## src/fra_pkg.sv

```systemverilog
// Package for the fp32 rectifier activation unit: function codes and
// binary32 constants. No dependencies.
`timescale 1ns / 1ps
package fra_pkg;
  typedef enum logic [2:0] {
    FUNC_RELU  = 3'd0,
    FUNC_LEAKY = 3'd1,
    FUNC_CLIP  = 3'd2,
    FUNC_PRELU = 3'd3,
    FUNC_FLOOR = 3'd4
  } func_e;

  localparam logic [31:0] LeakyReset = 32'h3C23D70A;
  localparam logic [31:0] ClipReset  = 32'h40C00000;
  localparam logic [31:0] DefaultNan = 32'h7FC00000;
  localparam logic [31:0] ExpInf     = 32'h7F800000;
  localparam logic [31:0] QuietBit   = 32'h00400000;
  localparam logic [31:0] NegOne     = 32'hBF800000;

  localparam logic CfgLeaky = 1'b0;
  localparam logic CfgClip  = 1'b1;
endpackage

```

## src/fp32_rectifier_activation_unit.sv

```systemverilog
// Top level of the fp32 rectifier activation unit: five pipeline stages.
// start passes through the valid registers v1_q to v5_q; done_o is v5_q. Throughput: one request per cycle.
// busy is always low; the receiver cannot stall, so nothing ever waits.
// Reset clears the valid bits and loads the default slope and ceiling.
// Depends on fra_pkg.
`timescale 1ns / 1ps
module fp32_rectifier_activation_unit import fra_pkg::*; (
  input  logic        clk_i,
  input  logic        rst_ni,
  input  logic        start,
  output logic        busy,
  input  logic [2:0]  func_i,
  input  logic [31:0] x_value_i,
  input  logic [31:0] item_slope_i,
  input  logic        last_in_i,
  input  logic        cfg_valid_i,
  output logic        cfg_ready_o,
  input  logic        cfg_index_i,
  input  logic [31:0] cfg_data_i,
  output logic        done_o,
  output logic [31:0] y_value_o,
  output logic        last_out_o
);
  assign busy = 1'b0;
  assign cfg_ready_o = 1'b1;

  logic [31:0] leaky_q, clip_q;
  always_ff @(posedge clk_i or negedge rst_ni) begin
    if (!rst_ni) begin
      leaky_q <= LeakyReset;
      clip_q  <= ClipReset;
    end else if (cfg_valid_i) begin
      if (cfg_index_i == CfgLeaky) leaky_q <= cfg_data_i;
      else clip_q <= cfg_data_i;
    end
  end

  function automatic logic is_nan(input logic [31:0] a);
    return a[30:0] > ExpInf[30:0];
  endfunction

  function automatic logic [31:0] okey(input logic [31:0] a);
    return a[31] ? ~a : (a | 32'h80000000);
  endfunction

  function automatic logic [4:0] lzc24(input logic [23:0] m);
    logic [4:0] n;
    n = 5'd24;
    for (int i = 0; i < 24; i++) begin
      if (m[i]) n = 5'(23 - i);
    end
    return n;
  endfunction

  // Stage 1: decode, side results, normalize the multiply operands.
  logic        v1_q, last1_q, mul1_q, spec1_q;
  logic [31:0] y1_q;
  logic        s1_q;
  logic [23:0] ma1_q, mb1_q;
  logic signed [9:0] ea1_q, eb1_q;

  logic [31:0] sl, fl, r, y1_d;
  logic        gt, mul_d, spec_d;
  logic [23:0] ma, mb;
  logic signed [9:0] ea, eb;
  logic [4:0]  la, lb, f;
  logic [31:0] fmask;

  always_comb begin
    sl = (func_i == FUNC_PRELU) ? item_slope_i : leaky_q;
    gt = !x_value_i[31] && x_value_i != 32'd0 && x_value_i <= ExpInf;
    // floor
    f = 5'd0;
    fmask = 32'd0;
    if (x_value_i[30:23] == 8'hFF)
      fl = is_nan(x_value_i) ? (x_value_i | QuietBit) : x_value_i;
    else if (x_value_i[30:23] >= 8'd150) fl = x_value_i;
    else if (x_value_i[30:23] < 8'd127)
      fl = (x_value_i[30:0] == 31'd0) ? x_value_i : (x_value_i[31] ? NegOne : 32'd0);
    else begin
      f = 5'(8'd150 - x_value_i[30:23]);
      fmask = (32'd1 << f) - 32'd1;
      if ((x_value_i & fmask) == 32'd0) fl = x_value_i;
      else fl = (x_value_i + (x_value_i[31] ? (32'd1 << f) : 32'd0)) & ~fmask;
    end
    r = gt ? x_value_i : 32'd0;
    mul_d = 1'b0;
    spec_d = 1'b0;
    case (func_i) inside
      FUNC_RELU: y1_d = r;
      FUNC_CLIP: begin
        if (is_nan(clip_q)) y1_d = clip_q;
        else if (r[30:0] == 31'd0 && clip_q[30:0] == 31'd0) y1_d = clip_q;
        else y1_d = (okey(r) < okey(clip_q)) ? r : clip_q;
      end
      FUNC_LEAKY, FUNC_PRELU: begin
        y1_d = x_value_i;
        if (!gt) begin
          if (is_nan(x_value_i)) y1_d = x_value_i | QuietBit;
          else if (is_nan(sl)) y1_d = sl | QuietBit;
          else if (x_value_i[30:23] == 8'hFF || sl[30:23] == 8'hFF) begin
            if (x_value_i[30:0] == 31'd0 || sl[30:0] == 31'd0) y1_d = DefaultNan;
            else y1_d = {x_value_i[31] ^ sl[31], ExpInf[30:0]};
          end else if (x_value_i[30:0] == 31'd0 || sl[30:0] == 31'd0)
            y1_d = {x_value_i[31] ^ sl[31], 31'd0};
          else mul_d = 1'b1;
        end
      end
      FUNC_FLOOR: y1_d = fl;
      default: y1_d = 32'd0;
    endcase
    spec_d = mul_d;
    ma = {x_value_i[30:23] != 8'd0, x_value_i[22:0]};
    mb = {sl[30:23] != 8'd0, sl[22:0]};
    la = lzc24(ma);
    lb = lzc24(mb);
    ea = (x_value_i[30:23] == 8'd0) ? (10'sd1 - $signed({5'd0, la}))
                                    : $signed({2'd0, x_value_i[30:23]});
    eb = (sl[30:23] == 8'd0) ? (10'sd1 - $signed({5'd0, lb}))
                             : $signed({2'd0, sl[30:23]});
    ma = ma << la;
    mb = mb << lb;
  end

  always_ff @(posedge clk_i or negedge rst_ni) begin
    if (!rst_ni) v1_q <= 1'b0;
    else v1_q <= start;
  end
  always_ff @(posedge clk_i) begin
    last1_q <= last_in_i;
    y1_q    <= y1_d;
    mul1_q  <= mul_d;
    spec1_q <= spec_d;
    s1_q    <= x_value_i[31] ^ sl[31];
    ma1_q   <= ma;
    mb1_q   <= mb;
    ea1_q   <= ea;
    eb1_q   <= eb;
  end

  // Stage 2: 24x24 mantissa product.
  logic        v2_q, last2_q, mul2_q, s2_q;
  logic [31:0] y2_q;
  logic [47:0] p2_q;
  logic signed [9:0] e2_q;
  always_ff @(posedge clk_i or negedge rst_ni) begin
    if (!rst_ni) v2_q <= 1'b0;
    else v2_q <= v1_q;
  end
  always_ff @(posedge clk_i) begin
    last2_q <= last1_q;
    y2_q    <= y1_q;
    mul2_q  <= mul1_q & spec1_q;
    s2_q    <= s1_q;
    p2_q    <= {24'd0, ma1_q} * {24'd0, mb1_q};
    e2_q    <= ea1_q + eb1_q - 10'sd126;
  end

  // Stage 3: normalize by one and shift right for underflow with sticky.
  logic        v3_q, last3_q, mul3_q, s3_q;
  logic [31:0] y3_q;
  logic [47:0] p3_q;
  logic signed [9:0] e3_q;
  logic [47:0] pn, smask;
  logic signed [9:0] en, sh;
  always_comb begin
    pn = p2_q;
    en = e2_q;
    if (!p2_q[47]) begin
      pn = p2_q << 1;
      en = e2_q - 10'sd1;
    end
    smask = 48'd0;
    sh = 10'sd1 - en;
    if (en <= 10'sd0) begin
      if (sh >= 10'sd48) pn = {47'd0, pn != 48'd0};
      else begin
        smask = (48'd1 << sh[5:0]) - 48'd1;
        pn = (pn >> sh[5:0]) | {47'd0, (pn & smask) != 48'd0};
      end
    end
  end
  always_ff @(posedge clk_i or negedge rst_ni) begin
    if (!rst_ni) v3_q <= 1'b0;
    else v3_q <= v2_q;
  end
  always_ff @(posedge clk_i) begin
    last3_q <= last2_q;
    y3_q    <= y2_q;
    mul3_q  <= mul2_q;
    s3_q    <= s2_q;
    p3_q    <= pn;
    e3_q    <= en;
  end

  // Stage 4: round to nearest even and pack.
  logic        v4_q, last4_q;
  logic [31:0] y4_q;
  logic [24:0] m;
  logic [32:0] pack;
  logic [31:0] prod;
  always_comb begin
    m = {1'b0, p3_q[47:24]};
    if (p3_q[23:0] > 24'h800000 || (p3_q[23:0] == 24'h800000 && m[0])) m = m + 25'd1;
    pack = (e3_q > 10'sd0) ? {2'd0, 8'(e3_q - 10'sd1), 23'd0} : 33'd0;
    pack = pack + {8'd0, m};
    if ((e3_q >= 10'sd256) || pack >= {1'b0, ExpInf}) prod = {s3_q, ExpInf[30:0]};
    else prod = {s3_q, pack[30:0]};
  end
  always_ff @(posedge clk_i or negedge rst_ni) begin
    if (!rst_ni) v4_q <= 1'b0;
    else v4_q <= v3_q;
  end
  always_ff @(posedge clk_i) begin
    last4_q <= last3_q;
    y4_q    <= mul3_q ? prod : y3_q;
  end

  // Stage 5: output register.
  logic        v5_q, last5_q;
  logic [31:0] y5_q;
  always_ff @(posedge clk_i or negedge rst_ni) begin
    if (!rst_ni) v5_q <= 1'b0;
    else v5_q <= v4_q;
  end
  always_ff @(posedge clk_i) begin
    last5_q <= last4_q;
    y5_q    <= y4_q;
  end

  assign done_o     = v5_q;
  assign y_value_o  = y5_q;
  assign last_out_o = last5_q;
endmodule
```

## config.mk

```make
export PLATFORM = sky130hd
export DESIGN_NAME = fp32_rectifier_activation_unit
export DESIGN_NICKNAME = d
export VERILOG_FILES = /design/src/fra_pkg.sv /design/src/fp32_rectifier_activation_unit.sv
export SDC_FILE = /design/constraint.sdc
export NUM_CORES = 2
export LEC_CHECK = 0
export ABC_AREA = 1
export BUFFER_PORTS_ARGS = -buffer_cell sky130_fd_sc_hd__buf_4
export CAP_MARGIN = 10
export CORE_ASPECT_RATIO = 1.75
export CORE_MARGIN = 3
export CORE_UTILIZATION = 60
export DETAILED_ROUTE_END_ITERATION = 7
export PLACE_DENSITY = 0.77
export RECOVER_POWER = 25
export REMOVE_ABC_BUFFERS = 1
export SLEW_MARGIN = 15
export SYNTH_ARGS = -nofsm -noshare
export SYNTH_HDL_FRONTEND = slang
export SYNTH_SLANG_ARGS = --single-unit
```

## constraint.sdc

```tcl
create_clock -name clk_i -period 8.2 [get_ports clk_i]
set_input_delay 1.64 -clock clk_i [delete_from_list [all_inputs] [get_ports clk_i]]
set_output_delay 1.64 -clock clk_i [all_outputs]
set_load 0.01 [all_outputs]
```

==> impl_metrics.csv <==
group,metric,value,unit
logic_synthesis,synth-edff-count,0,
global_routing,grt_usage,0.425,
status,violations,"DRC, capacitance limit, slew limit",
placement,place_congestion,1.08,
clock_network,numCtsBuffers,42,
cells_and_area,area_growth,8.22,%
drt,drcViolationCount,2,
setup_path,ff2ff_path_depth,23,
logic_synthesis,synth_flop_cell,"dfxtp_1",
sta,setup_tns,0,ns
sta,period_minus_slack,7.55,ns
drt,viasPerCell,5.80,
setup_path,cp_slowest_cell,"dfxtp_1",
cells_and_area,layout-drive-gt1-share,0.0796,
placement,place_area,47500,um2
setup_path,crit_required,8.71,ns
setup_path,crit_path_end_kind,"flop",
status,status,"finished, violations left",
global_routing,grt_max_degree,70,
die,fp.coreArea,74500,um2
logic_synthesis,avgSynthCellArea,7.10,um2
logic_synthesis,ys_seq_area_frac,0.194,
logic_synthesis,yosysWarnings,0,
setup_path,path_cells,"buf_4 > nand2_1 > fa_1 > inv_1 > fa_1 > inv_1 > fa_1 > fa_1 > inv_1 > fa_1 > fa_1 > inv_1 > fa_1 > inv_1 > ha_1 > a21oi_1 > inv_1 > a31oi_1 > a21boi_0 > o21ai_0 > a21boi_0 > o21ai_0 > xor2_1",
logic_synthesis,netlist_top_cells_area,"fa_1 (21%), dfxtp_1 (16%), nand2_1 (14%)",
drt,drt_iter0_markers,3670,
setup_path,cp_common_cell,"fa_1",
clock_network,cts.sinks,422,
placement,dpl.hpwl,134000,um
setup_path,crit_buf_inv,7,
clock_network,clk_latency,0.64,ns
global_routing,grt_pass1_wl,251000,um
placement,io_buffers,138,
sta,fmax,0.132,GHz
drt,route.vias.total,43300,
clock_network,cts.repair.resized,0,
sta,tightest_slew,3.63,ns
min_path,holdPathStages,0,
die,die-height,370,um
sta,slew_headroom,-1.42,
global_routing,grt_pass1_vias,44400,
sta,rsz0062_at_grt,"no",
drt,ant_nets,0,
logic_synthesis,syn_inst,6390,
min_path,hold_end,"s3_q",
setup_path,slowest_delay,1.12,ns
global_routing,antenna_found_initial,6,
logic_synthesis,synth_top_area_cell,"fa_1",
placement,preCtsSetupSlack,0.796,ns
clock_network,root_buffer,"clkbuf_16",
logic_synthesis,synth-seq-cells,422,
logic_synthesis,synth_cell_types,70,
clock_network,cts_setup_buffers,0,
flow_run,drv_cap,1,
clock_network,hold_buffers,0,
sta,finalCritPeriodShare,0.921,
drt,dr.pass1.iters,8,
min_path,hold_class,"reg -> reg",
setup_path,start_kind,"flop",
logic_synthesis,synth-async-reset-ratio,0.164,
die,initial_core_util,0.609,
die,io_pins,141,
die,rows,132,
global_routing,grt_overflow_total,0,
cells_and_area,fill_cells,6640,
min_path,min_from,"s2_q",
setup_path,path_max_fanout,14,
setup_path,r2r-start,"mb1_q[12]",
sta,setup_viol,0,
clock_network,ctsLongestPathBuffers,3,
die,die_area,79100,um2
clock_network,cts_tree,"built",
cells_and_area,design_area,49100,um2
setup_path,critical_path_class,"reg -> reg",
setup_path,r2r_slack,0.65,ns
clock_network,htree_levels,2,
drt,wirelength,167000,um
setup_path,crit_family,"adder cells",
setup_path,worstPathArrival,8.06,ns
logic_synthesis,synth_area,45400,um2
sta,setup_slack,0.650,ns
sta,drv_slew,70,
sta,skew,0.0460,ns
drt,wl_per_cell,22.4,um
clock_network,clkTransAtPathRegs,0.07,ns
die,die_w,214,um
sta,fin_hold_ws,0.321,ns
setup_path,r2r-end,"p2_q[45]",
cells_and_area,nNetsFinal,7290,
sta,hold_viol_final,0,
logic_synthesis,synth_top_area_share,0.214,
kinds of logic after synthesis:
family / synth area share
multiplexers: 0.00353
buffers and inverters: 0.131
AO/OA/AOI/OAI: 0.109
XOR/XNOR: 0.0272
AND/OR/NAND/NOR: 0.248
flip-flops: 0.194
other: 0.000166
adder cells (fa/ha/maj): 0.287
area by class of cell:
cell class | count | area, um2 | share of cell area
multi-input cells | 4421 | 30600 | 0.624
flip-flops and latches | 422 | 8820 | 0.180
inverters | 1282 | 4810 | 0.0980
repair buffers | 266 | 2010 | 0.0409
well taps | 1005 | 1260 | 0.0256
clock buffers | 49 | 1130 | 0.0230
clock inverters | 27 | 427 | 0.00869
diodes | 6 | 15.0 | 0.000306
routing by layer:
layer  GRT usage  wire (um)  vias to the layer above
met2       0.716      80200                     2235
li1            -          -                    19900
met1       0.410      52100                    20200
met5           0         24                        -
met3      0.0966      12800                      986
met4       0.436      22300                        4
worst max path at each step:
| stage | start | end | slack, ns | cells past startpoint |
|---|---|---|---|---|
| 2_1_floorplan | mb1_q[3] | p2_q[45] | 1.59 | 27 |
| 3_3_place_gp | ma1_q[10] | p2_q[45] | 0.96 | 24 |
| 3_5_place_dp | ma1_q[10] | p2_q[45] | 0.80 | 24 |
| 4_1_cts | ma1_q[10] | p2_q[45] | 0.81 | 24 |
| 5_1_grt | ma1_q[2] | p2_q[44] | 0.19 | 33 |
| 6_report | mb1_q[12] | p2_q[45] | 0.65 | 23 |
synth_stat cells, types with 15 or more instances:
cell and n:
o21ai_0 438, o21a_1 21, nor2_1 358, nand2_2 21, a31oi_1 24, mux2i_1 16, nand2_1 1653, buf_2 15
o211ai_1 60, xor2_1 81, o21ai_1 27, clkbuf_1 215, inv_1 1251, dfstp_2 18, nor4_1 26, nor3_1 65
nand3_1 308, inv_2 26, nand4_1 89, fa_1 485, dfrtp_1 51, ha_1 265, o22ai_1 63, buf_1 19
or2_2 66, xnor2_1 60, a21oi_1 143, dfxtp_1 353
cells in the final DEF (no fill, tap or decap), types with 81 or more instances in the layout:
| cell type | netlist | routed |
|---|---|---|
| ha_1 | 265 | 265 |
| nand4_1 | 89 | 89 |
| nor2_1 | 358 | 357 |
| nand2_1 | 1653 | 1651 |
| o21ai_0 | 438 | 436 |
| fa_1 | 485 | 485 |
| inv_1 | 1251 | 1252 |
| dfxtp_1 | 353 | 353 |
| buf_4 | 8 | 262 |
| a21oi_1 | 143 | 143 |
| nand3_1 | 308 | 308 |
| xor2_1 | 81 | 81 |
stage by stage:
stage                util  std cells
global route        0.659       7474
global placement    0.638       7396
CTS                 0.659       7472
detailed placement  0.638       7396
floorplan               -       6125
finish              0.659       7478
registers in the layout, indices dropped and copies added, names as in the netlist, 9 cells and up:
signal	flops
p3_q	48
y2_q	32
p2_q	48
clip_q	32
y3_q	32
mb1_q	24
e3_q	10
y1_q	32
eb1_q	9
y4_q	32
leaky_q	32
ea1_q	9
y_value_o	32
ma1_q	24
e2_q	10
Power is left out: the tool's default activity adds up to more than one toggle a clock period on the data nets, which glitch-free logic cannot reach.
